--- config.mk ---
export PLATFORM = sky130hd
export DESIGN_NAME = seconds_to_calendar_date_unit
export DESIGN_NICKNAME = d
export VERILOG_FILES = /design/src/rtl/core/s2cd_pkg.sv /design/src/rtl/core/s2cd_dp.sv /design/src/rtl/core/s2cd_ctrl.sv /design/src/rtl/core/seconds_to_calendar_date_unit.sv
export SDC_FILE = /design/constraint.sdc
export NUM_CORES = 1
export LEC_CHECK = 0
export BUFFER_PORTS_ARGS = -buffer_cell sky130_fd_sc_hd__buf_4
export CELL_PAD_IN_SITES_DETAIL_PLACEMENT = 0
export CELL_PAD_IN_SITES_GLOBAL_PLACEMENT = 2
export CORE_MARGIN = 3
export CORE_UTILIZATION = 35
export DETAILED_ROUTE_END_ITERATION = 6
export GPL_ROUTABILITY_DRIVEN = 0
export GPL_TIMING_DRIVEN = 1
export MAX_ROUTING_LAYER = met4
export PLACE_DENSITY = 0.66
export SLEW_MARGIN = 20
export SYNTH_ARGS = -nofsm -noshare
export SYNTH_HDL_FRONTEND = slang
export SYNTH_SLANG_ARGS = --single-unit
--- constraint.sdc ---
create_clock -name clk -period 15.8 [get_ports clk]
set_input_delay 0 -clock clk [delete_from_list [all_inputs] [get_ports clk]]
set_output_delay 0 -clock clk [all_outputs]
set_load 0.02 [all_outputs]
--- src/rtl/core/s2cd_pkg.sv ---
// ============================================================================
// s2cd_pkg: shared types and constants for the seconds-to-date converter
// Datapath operation codes, status struct, reciprocal constants, month table.
// ============================================================================
package s2cd_pkg;

    // Datapath operation codes issued by the controller
    typedef logic [3:0] dp_op_t;

    localparam dp_op_t OP_HOLD      = 4'd0;
    localparam dp_op_t OP_LOAD      = 4'd1;
    localparam dp_op_t OP_MUL60     = 4'd2;
    localparam dp_op_t OP_MUL24     = 4'd3;
    localparam dp_op_t OP_SPLIT_SEC = 4'd4;
    localparam dp_op_t OP_SPLIT_MIN = 4'd5;
    localparam dp_op_t OP_SPLIT_HR  = 4'd6;
    localparam dp_op_t OP_YEAR      = 4'd7;
    localparam dp_op_t OP_MONTH     = 4'd8;
    localparam dp_op_t OP_OUT       = 4'd9;

    // Status back to the controller
    typedef struct packed {
        logic year_done;
        logic month_done;
    } dp_status_t;

    // Widths
    localparam int TIME_W  = 32;
    localparam int PROD_W  = 64;
    localparam int DAYS_W  = 16;   // at most 49710 days in 32 bits of seconds
    localparam int YEAR_W  = 12;
    localparam int MONTH_W = 4;
    localparam int DAY_W   = 5;
    localparam int HOUR_W  = 5;
    localparam int MIN_W   = 6;
    localparam int SEC_W   = 6;

    // Exact reciprocals: floor(x / 60) = (x * RECIP_60) >> 37,
    // floor(x / 24) = (x * RECIP_24) >> 36, for every 32-bit x.
    localparam logic [TIME_W-1:0] RECIP_60 = 32'h8888_8889;
    localparam logic [TIME_W-1:0] RECIP_24 = 32'hAAAA_AAAB;
    localparam int                Q60_LSB  = 37;
    localparam int                Q24_LSB  = 36;

    // Calendar constants
    localparam logic [YEAR_W-1:0]  EPOCH_YEAR  = 12'd2000;
    localparam logic [8:0]         DAYS_LEAP   = 9'd366;
    localparam logic [8:0]         DAYS_COMMON = 9'd365;
    localparam logic [6:0]         CENTURY_LAST = 7'd99;
    localparam logic [8:0]         QUAD_CENT_LAST = 9'd399;
    localparam logic [MONTH_W-1:0] MONTH_FEB   = 4'd1;
    localparam logic [MONTH_W-1:0] MONTH_LAST  = 4'd11;

    // Days in month (0 = January)
    function automatic logic [4:0] month_days(input logic [MONTH_W-1:0] mon,
                                              input logic leap);
        logic [4:0] len;
        begin
            unique case (mon)
                4'd0:    len = 5'd31;
                4'd1:    len = leap ? 5'd29 : 5'd28;
                4'd2:    len = 5'd31;
                4'd3:    len = 5'd30;
                4'd4:    len = 5'd31;
                4'd5:    len = 5'd30;
                4'd6:    len = 5'd31;
                4'd7:    len = 5'd31;
                4'd8:    len = 5'd30;
                4'd9:    len = 5'd31;
                4'd10:   len = 5'd30;
                4'd11:   len = 5'd31;
                default: len = 5'd31;
            endcase
            return len;
        end
    endfunction

endpackage

--- src/rtl/core/s2cd_dp.sv ---
// ============================================================================
// s2cd_dp: datapath of the seconds-to-date converter
// Shared reciprocal multiplier, remainder split, year and month stepping,
// and the output register.
// ============================================================================
module s2cd_dp
    import s2cd_pkg::*;
(
    input  logic                 clk,
    input  dp_op_t               cmd,
    input  logic [TIME_W-1:0]    elapsed_seconds,
    output dp_status_t           status,
    output logic [YEAR_W-1:0]    year,
    output logic [MONTH_W-1:0]   month,
    output logic [DAY_W-1:0]     day_of_month,
    output logic [HOUR_W-1:0]    hour,
    output logic [MIN_W-1:0]     minute,
    output logic [SEC_W-1:0]     second
);

    logic [TIME_W-1:0]  work_reg,  work_next;
    logic [PROD_W-1:0]  prod_reg,  prod_next;
    logic [SEC_W-1:0]   sec_reg,   sec_next;
    logic [MIN_W-1:0]   min_reg,   min_next;
    logic [HOUR_W-1:0]  hr_reg,    hr_next;
    logic [DAYS_W-1:0]  days_reg,  days_next;
    logic [YEAR_W-1:0]  yr_reg,    yr_next;
    logic               leap_reg,  leap_next;
    logic [6:0]         mod100_reg, mod100_next;
    logic [8:0]         mod400_reg, mod400_next;
    logic [MONTH_W-1:0] mon_reg,   mon_next;

    logic [YEAR_W-1:0]  year_o_reg,  year_o_next;
    logic [MONTH_W-1:0] month_o_reg, month_o_next;
    logic [DAY_W-1:0]   day_o_reg,   day_o_next;
    logic [HOUR_W-1:0]  hour_o_reg,  hour_o_next;
    logic [MIN_W-1:0]   min_o_reg,   min_o_next;
    logic [SEC_W-1:0]   sec_o_reg,   sec_o_next;

    logic [TIME_W-1:0]  mult_const;
    logic [TIME_W-1:0]  q60, q60x60, rem60;
    logic [TIME_W-1:0]  q24, q24x24, rem24;
    logic [DAYS_W-1:0]  year_len;
    logic [DAYS_W-1:0]  mon_len;
    logic [YEAR_W-1:0]  yr_inc;
    logic [6:0]         mod100_inc;
    logic [8:0]         mod400_inc;

    always_comb
    begin
        mult_const = (cmd == OP_MUL24) ? RECIP_24 : RECIP_60;

        // quotient from the registered product, remainder by shifts, adds and subtracts
        q60    = TIME_W'(prod_reg[PROD_W-1:Q60_LSB]);
        q60x60 = (q60 << 6) - (q60 << 2);
        rem60  = work_reg - q60x60;
        q24    = TIME_W'(prod_reg[PROD_W-1:Q24_LSB]);
        q24x24 = (q24 << 4) + (q24 << 3);
        rem24  = work_reg - q24x24;

        year_len = DAYS_W'(leap_reg ? DAYS_LEAP : DAYS_COMMON);
        mon_len  = DAYS_W'(month_days(mon_reg, leap_reg));

        // next year and its leap flag via mod-100 / mod-400 counters
        yr_inc     = yr_reg + 1'b1;
        mod100_inc = (mod100_reg == CENTURY_LAST) ? 7'd0 : mod100_reg + 1'b1;
        mod400_inc = (mod400_reg == QUAD_CENT_LAST) ? 9'd0 : mod400_reg + 1'b1;
    end

    assign status.year_done  = (days_reg < year_len);
    assign status.month_done = (mon_reg == MONTH_LAST) || (days_reg < mon_len);

    always_comb
    begin
        work_next    = work_reg;
        prod_next    = prod_reg;
        sec_next     = sec_reg;
        min_next     = min_reg;
        hr_next      = hr_reg;
        days_next    = days_reg;
        yr_next      = yr_reg;
        leap_next    = leap_reg;
        mod100_next  = mod100_reg;
        mod400_next  = mod400_reg;
        mon_next     = mon_reg;
        year_o_next  = year_o_reg;
        month_o_next = month_o_reg;
        day_o_next   = day_o_reg;
        hour_o_next  = hour_o_reg;
        min_o_next   = min_o_reg;
        sec_o_next   = sec_o_reg;

        unique case (cmd)
            OP_LOAD:
            begin
                work_next   = elapsed_seconds;
                yr_next     = EPOCH_YEAR;
                leap_next   = 1'b1;
                mod100_next = 7'd0;
                mod400_next = 9'd0;
                mon_next    = '0;
            end
            OP_MUL60, OP_MUL24:
            begin
                prod_next = PROD_W'(work_reg) * PROD_W'(mult_const);
            end
            OP_SPLIT_SEC:
            begin
                work_next = q60;
                sec_next  = rem60[SEC_W-1:0];
            end
            OP_SPLIT_MIN:
            begin
                work_next = q60;
                min_next  = rem60[MIN_W-1:0];
            end
            OP_SPLIT_HR:
            begin
                days_next = q24[DAYS_W-1:0];
                hr_next   = rem24[HOUR_W-1:0];
            end
            OP_YEAR:
            begin
                days_next   = days_reg - year_len;
                yr_next     = yr_inc;
                mod100_next = mod100_inc;
                mod400_next = mod400_inc;
                leap_next   = (mod400_inc == 9'd0) ||
                              ((yr_inc[1:0] == 2'd0) && (mod100_inc != 7'd0));
            end
            OP_MONTH:
            begin
                days_next = days_reg - mon_len;
                mon_next  = mon_reg + 1'b1;
            end
            OP_OUT:
            begin
                year_o_next  = yr_reg;
                month_o_next = mon_reg + 1'b1;
                day_o_next   = days_reg[DAY_W-1:0] + 1'b1;
                hour_o_next  = hr_reg;
                min_o_next   = min_reg;
                sec_o_next   = sec_reg;
            end
            default:
            begin
            end
        endcase
    end

    always_ff @(posedge clk)
    begin
        work_reg    <= work_next;
        prod_reg    <= prod_next;
        sec_reg     <= sec_next;
        min_reg     <= min_next;
        hr_reg      <= hr_next;
        days_reg    <= days_next;
        yr_reg      <= yr_next;
        leap_reg    <= leap_next;
        mod100_reg  <= mod100_next;
        mod400_reg  <= mod400_next;
        mon_reg     <= mon_next;
        year_o_reg  <= year_o_next;
        month_o_reg <= month_o_next;
        day_o_reg   <= day_o_next;
        hour_o_reg  <= hour_o_next;
        min_o_reg   <= min_o_next;
        sec_o_reg   <= sec_o_next;
    end

    assign year         = year_o_reg;
    assign month        = month_o_reg;
    assign day_of_month = day_o_reg;
    assign hour         = hour_o_reg;
    assign minute       = min_o_reg;
    assign second       = sec_o_reg;

endmodule

--- src/rtl/core/s2cd_ctrl.sv ---
// ============================================================================
// s2cd_ctrl: sequencer of the seconds-to-date converter
// Walks the datapath through division, year and month steps; owns the
// input stall and output valid.
// ============================================================================
module s2cd_ctrl
    import s2cd_pkg::*;
(
    input  logic       clk,
    input  logic       rst_n,
    input  logic       in_valid,
    output logic       in_stall,
    output logic       out_valid,
    input  logic       out_stall,
    input  dp_status_t status,
    output dp_op_t     cmd
);

    localparam logic [3:0] ST_IDLE  = 4'd0;
    localparam logic [3:0] ST_MUL1  = 4'd1;
    localparam logic [3:0] ST_SPL1  = 4'd2;
    localparam logic [3:0] ST_MUL2  = 4'd3;
    localparam logic [3:0] ST_SPL2  = 4'd4;
    localparam logic [3:0] ST_MUL3  = 4'd5;
    localparam logic [3:0] ST_SPL3  = 4'd6;
    localparam logic [3:0] ST_YEAR  = 4'd7;
    localparam logic [3:0] ST_MONTH = 4'd8;

    logic [3:0] state_reg, state_next;
    logic       out_valid_reg, out_valid_next;

    always_comb
    begin
        state_next = state_reg;
        cmd        = OP_HOLD;

        unique case (state_reg)
            ST_IDLE:
            begin
                if (in_valid)
                begin
                    cmd        = OP_LOAD;
                    state_next = ST_MUL1;
                end
            end
            ST_MUL1:
            begin
                cmd        = OP_MUL60;
                state_next = ST_SPL1;
            end
            ST_SPL1:
            begin
                cmd        = OP_SPLIT_SEC;
                state_next = ST_MUL2;
            end
            ST_MUL2:
            begin
                cmd        = OP_MUL60;
                state_next = ST_SPL2;
            end
            ST_SPL2:
            begin
                cmd        = OP_SPLIT_MIN;
                state_next = ST_MUL3;
            end
            ST_MUL3:
            begin
                cmd        = OP_MUL24;
                state_next = ST_SPL3;
            end
            ST_SPL3:
            begin
                cmd        = OP_SPLIT_HR;
                state_next = ST_YEAR;
            end
            ST_YEAR:
            begin
                if (status.year_done)
                    state_next = ST_MONTH;
                else
                    cmd = OP_YEAR;
            end
            ST_MONTH:
            begin
                if (!status.month_done)
                    cmd = OP_MONTH;
                else if (!out_valid_reg || !out_stall)
                begin
                    cmd        = OP_OUT;
                    state_next = ST_IDLE;
                end
            end
            default:
            begin
                state_next = ST_IDLE;
            end
        endcase
    end

    // a fresh result wins over the slot being emptied
    always_comb
    begin
        priority if (cmd == OP_OUT)
            out_valid_next = 1'b1;
        else if (!out_stall)
            out_valid_next = 1'b0;
        else
            out_valid_next = out_valid_reg;
    end

    always_ff @(posedge clk or negedge rst_n)
    begin
        if (!rst_n)
        begin
            state_reg     <= ST_IDLE;
            out_valid_reg <= 1'b0;
        end
        else
        begin
            state_reg     <= state_next;
            out_valid_reg <= out_valid_next;
        end
    end

    assign in_stall  = (state_reg != ST_IDLE);
    assign out_valid = out_valid_reg;

endmodule

--- src/rtl/core/seconds_to_calendar_date_unit.sv ---
// ============================================================================
// seconds_to_calendar_date_unit: seconds since 2000-01-01 to Gregorian date
// Top level; joins the sequencer and the datapath.
// ============================================================================
// One transaction carries a 32-bit count of seconds since 2000-01-01 00:00:00
// and returns one transaction with year, month, day, hour, minute and second.
// Every input value is legal (the top of the range lands in 2136). The block
// works on one transaction at a time: after acceptance it loads the input,
// divides it by 60, 60 and 24, steps over the whole years past 2000 (0..136)
// and then over the months (index 0..11), and loads the output register.
// The two walks together are longest in December 2135, since the top of the
// input range falls in February 2136. The year walk dominates: one year is
// subtracted per cycle, followed by one month per cycle. Seconds, minutes
// and hours come from one shared 32x32 reciprocal multiplier; each division
// is a multiply step followed by a split step.
// The output register holds a finished result while the next transaction
// is accepted and processed; a second result waits in the working registers,
// with the sequencer in its month state, until the output register is taken.
// ============================================================================
module seconds_to_calendar_date_unit
    import s2cd_pkg::*;
(
    input  logic                clk,
    input  logic                rst_n,
    // input channel
    input  logic                in_valid,
    output logic                in_stall,
    input  logic [TIME_W-1:0]   elapsed_seconds,
    // output channel
    output logic                out_valid,
    input  logic                out_stall,
    output logic [YEAR_W-1:0]   year,
    output logic [MONTH_W-1:0]  month,
    output logic [DAY_W-1:0]    day_of_month,
    output logic [HOUR_W-1:0]   hour,
    output logic [MIN_W-1:0]    minute,
    output logic [SEC_W-1:0]    second
);

    dp_op_t     dp_cmd;
    dp_status_t dp_status;

    // sequencer: division steps, year walk, month walk, output load
    s2cd_ctrl u_ctrl
    (
        .clk       (clk),
        .rst_n     (rst_n),
        .in_valid  (in_valid),
        .in_stall  (in_stall),
        .out_valid (out_valid),
        .out_stall (out_stall),
        .status    (dp_status),
        .cmd       (dp_cmd)
    );

    // datapath: multiplier, remainders, calendar counters, output register
    s2cd_dp u_dp
    (
        .clk             (clk),
        .cmd             (dp_cmd),
        .elapsed_seconds (elapsed_seconds),
        .status          (dp_status),
        .year            (year),
        .month           (month),
        .day_of_month    (day_of_month),
        .hour            (hour),
        .minute          (minute),
        .second          (second)
    );

`ifndef SYNTH
    // an accepted transaction blocks the input until its work is done
    a_busy_after_accept: assert property (@(posedge clk) disable iff (!rst_n)
        (in_valid && !in_stall) |=> in_stall)
        else $error("input not stalled after acceptance");

    // time-of-day fields in range whenever a result is offered
    a_time_range: assert property (@(posedge clk) disable iff (!rst_n)
        out_valid |-> (hour <= 5'd23) && (minute <= 6'd59) && (second <= 6'd59))
        else $error("time of day out of range");

    // date fields in range whenever a result is offered
    a_date_range: assert property (@(posedge clk) disable iff (!rst_n)
        out_valid |-> (month >= 4'd1) && (month <= 4'd12) &&
                      (day_of_month >= 5'd1) &&
                      (year >= 12'd2000) && (year <= 12'd2136))
        else $error("calendar date out of range");
`endif

endmodule
==> run summary <==
The flow ran to the end, and the final reports show no timing, DRC or antenna violations. After synthesis the netlist holds a flip-flop and latch count of 169. For the pin count of the biggest net entering global routing, the log shows 40. In this run, distinct cell masters in the synthesized netlist total 69. The number of top-level pins was 76. The buffers plus inverters on the worst setup path was 9. From left edge to right edge, the die measures 273 microns. The run gives 16600 as the via count of the routed design. For the pin with the worst max-slew slack, the measured transition is 977 ps. The logs give 18300 for the via count of the first global-routing pass and 3160 for the net count after synthesis. After global routing, the most crowded layer is met2. The run gives 29.4% as the met1 capacity usage during global routing.

Yosys instantiated no cell more often than sky130_fd_sc_hd__inv_1. In the finished design, the share of the clock period the worst path needs comes to 68.6%. The run gives 119 mm as the wire length of the first global-routing pass. Cells with a size suffix above 1 make up 7.31% of the layout. The cell occurring most often along the worst timing path is sky130_fd_sc_hd__fa_1. The register with the most flip-flops in the layout has 32 of them. For this run, the top clock speed supported by timing is 92.3 MHz. After synthesis the cells add up to 25000 sq um. The worst setup path is of the reg -> reg kind.

The run gives 0 as the max-capacitance violation count. The clock transition time at the flip-flop clock pins of the worst setup and hold paths was 80 ps. CTS placed an instance of sky130_fd_sc_hd__clkbuf_16 at the clock tree root. By count the netlist is led by 575 x sky130_fd_sc_hd__inv_1, 391 x sky130_fd_sc_hd__fa_1, 382 x sky130_fd_sc_hd__ha_1, 164 x sky130_fd_sc_hd__edfxtp_1, 116 x sky130_fd_sc_hd__nand2_1. The die boundary height was 273 microns. In this run the register-to-register setup slack is 4970 ps.

CTS built an H-tree with a depth of 4. The number of nets with antenna violations after detailed routing was 0. The core region is 70400 sq um. The total wire length after detailed routing came out at 78.0 mm. Global routing consumed, over all layers together, 22.2% of the routing resources. The path type of the worst min-delay path was in -> reg. Number of antenna violations at the first check in global routing: 2. The leftover overflow at the end of global routing was 0; the number of core rows was 97. Share of flip-flops with an asynchronous set or reset: 2.96%.

The synthesized design contains 164 enable-type register cells. For the final setup violation count, the log shows 0. TritonCTS built the clock tree. The worst clock skew is 10.2 ps, and the delay of the slowest cell on the worst path is 680 ps.

The floorplan step defined a die boundary enclosing 74700 sq um. The tools report the clock latency on the worst-skew pair as 450 ps. The worst setup path is launched from a flip-flop. The tools report the deepest clock path buffer count as 2. The cell class contributing the biggest share of worst-path delay was adder cells. Sorting the synthesized cells by area gives the leading types as sky130_fd_sc_hd__fa_1 31%, sky130_fd_sc_hd__edfxtp_1 20%, sky130_fd_sc_hd__ha_1 19%. The endpoint required time on the critical path is 16000 ps, and the area growth from synthesis to layout is 10.9%.

After routing, the total negative slack on setup checks comes to 0 ps. For this block, the initial DRC count from the detailed router was 1005. The via density per instance was 4.88. After the last flow step, the layout net total stands at 3259. In this run the biggest area consumer among cell types represents 31.3% of the synthesized area. The library cell with the largest summed area after synthesis was sky130_fd_sc_hd__fa_1. Top fanout value on the critical path: 32. Global routing used 36.9% of the available met2 tracks.

The first-pass iteration count of the detailed router is 5. In the global route stage, met3 resource usage came out at 2.07%. Dividing the detail-routed wire length by the instance count gives 22.9 microns. For this run, design rule violations remaining after detail routing come to 0. Input and output buffers added on the ports amount to 75.

For the number of max-slew violations in the final report, the log shows 0. Setup repair after global routing left no endpoint under its margin. The logs give 0 for the post-cts gate resize count and 20.2% for the share of synthesized area occupied by flip-flops and latches. Critical path arrival: 11030 ps. The run gives 68.1 mm as the sum of net half-perimeters after detailed placement.

The initial utilization of the core area, before any placement, comes to 35.5%. The final critical delay including setup and external delays came out at 10830 ps. For the number of failing hold endpoints at the final stage, the log shows 0. Most used flip-flop cell after synthesis: sky130_fd_sc_hd__edfxtp_1. The logs give 34.5% for the worst max-slew margin expressed relative to the limit and 2351 for the count of mapped cells out of synthesis.

Counting every sink on the clock net gives 169. The tools report the critical path capture point type as a flip-flop. The logs give 0 for the number of synthesis warnings and 17 for the number of buffers added by the clock tree synthesis step. The average cell area after synthesis was 10.6 sq um.

The slowest stage of the critical path belongs to the cell sky130_fd_sc_hd__xnor2_1.
==> tightest hold or removal path, stage by stage <==
cell and delay [ps]:
sky130_fd_sc_hd__dlygate4sd3_1 530, sky130_fd_sc_hd__buf_4 110, sky130_fd_sc_hd__nand2_1 60, sky130_fd_sc_hd__o21ai_0 70
==> cell families (layout without fill, tap and decap cells) <==
family,count (synthesis),count (layout),share of synthesized area (%)
DFF,169,169,20.2
other,0,2,0
AOI/OAI and AO/OA,277,277,7.58
adders and majority gates,773,773,50.4
and+or+nand+nor,357,357,6.86
xor gates and xnor gates,124,124,4.34
muxes,28,28,1.26
buffers and inverters,623,735,9.39
==> layer usage <==
layer / routed length, microns / vias to the layer above
li1: - / 7808
met1: 35200 / 8413
met2: 38100 / 323
met3: 2710 / 83
met4: 2030 / 0
met5: 0 / -
==> metrics by stage <==
stage,cells,util [%],hold slack (ps),setup WS [ps],instance area [sq um]
after floorplan,2351,-,-296,6500,25000
after global placement,3333,37.9,-191,5120,26700
after detailed placement,3333,37.9,-187,5140,26700
after CTS,3401,39.3,340,5060,27700
after global routing,3404,39.4,391,4610,27700
final,3405,39.4,353,4970,27700
==> what timing repair did <==
action | in CTS | in global routing
buffers inserted | 0 | 0
endpoints found under the hold margin | 40 | 0
endpoints found under the setup margin | 0 | 0
hold buffers | 36 | 0
==> final timing paths <==
path | start | endpoint | depth (start not counted)
setup / recovery | u_dp.leap_reg | u_dp.prod_reg[48] | 37
hold / removal | out_stall | u_ctrl.out_valid | 4
setup reg to reg | u_dp.leap_reg | u_dp.prod_reg[48] | 37
hold reg to reg | u_dp.hr_reg[3] | u_dp.hour[3] | 0
max in group asynchronous | rst_n | u_ctrl.state_reg[3] | 3
min in group asynchronous | rst_n | u_ctrl.state_reg[0] | 3
==> placed cells by master (no fill, tap or decap), types with 4 or more instances in the layout <==
cell type and instances:
sky130_fd_sc_hd__inv_12 4, sky130_fd_sc_hd__o21ai_0 42, sky130_fd_sc_hd__buf_4 90, sky130_fd_sc_hd__inv_8 4
sky130_fd_sc_hd__a21oi_1 68, sky130_fd_sc_hd__fa_1 391, sky130_fd_sc_hd__nand2_1 116, sky130_fd_sc_hd__o21a_1 4
sky130_fd_sc_hd__nor3_1 20, sky130_fd_sc_hd__nor2b_1 8, sky130_fd_sc_hd__a221oi_1 5, sky130_fd_sc_hd__nor2_1 78
sky130_fd_sc_hd__dlygate4sd3_1 36, sky130_fd_sc_hd__and2_1 17, sky130_fd_sc_hd__ha_1 382, sky130_fd_sc_hd__inv_1 575
sky130_fd_sc_hd__nand3_1 29, sky130_fd_sc_hd__a221o_1 15, sky130_fd_sc_hd__edfxtp_1 164, sky130_fd_sc_hd__nand2b_1 11
sky130_fd_sc_hd__or2_2 10, sky130_fd_sc_hd__dfrtp_1 5, sky130_fd_sc_hd__xnor2_1 87, sky130_fd_sc_hd__o21bai_1 16
sky130_fd_sc_hd__nor4_1 4, sky130_fd_sc_hd__a21o_1 50, sky130_fd_sc_hd__xor2_1 37, sky130_fd_sc_hd__o22ai_1 4
sky130_fd_sc_hd__mux2_2 27, sky130_fd_sc_hd__nand4_1 12, sky130_fd_sc_hd__a211oi_1 12, sky130_fd_sc_hd__o211ai_1 8
sky130_fd_sc_hd__a211o_1 4, sky130_fd_sc_hd__clkinv_8 4, sky130_fd_sc_hd__clkbuf_16 17, sky130_fd_sc_hd__a31oi_1 9
sky130_fd_sc_hd__and3_1 32
==> final cells by class <==
class | instances | area [sq um]
timing repair buffer | 128 | 1080
clock buffer | 17 | 425
inverter | 575 | 2160
sequential | 169 | 5050
clock inverter | 15 | 201
fill | 6993 | 42600
multi-input combinational | 1559 | 17700
antenna | 2 | 5.00
tap | 940 | 1180
Power is left out: the tool's default activity adds up to more than one toggle a clock period on the data nets, which glitch-free logic cannot reach.
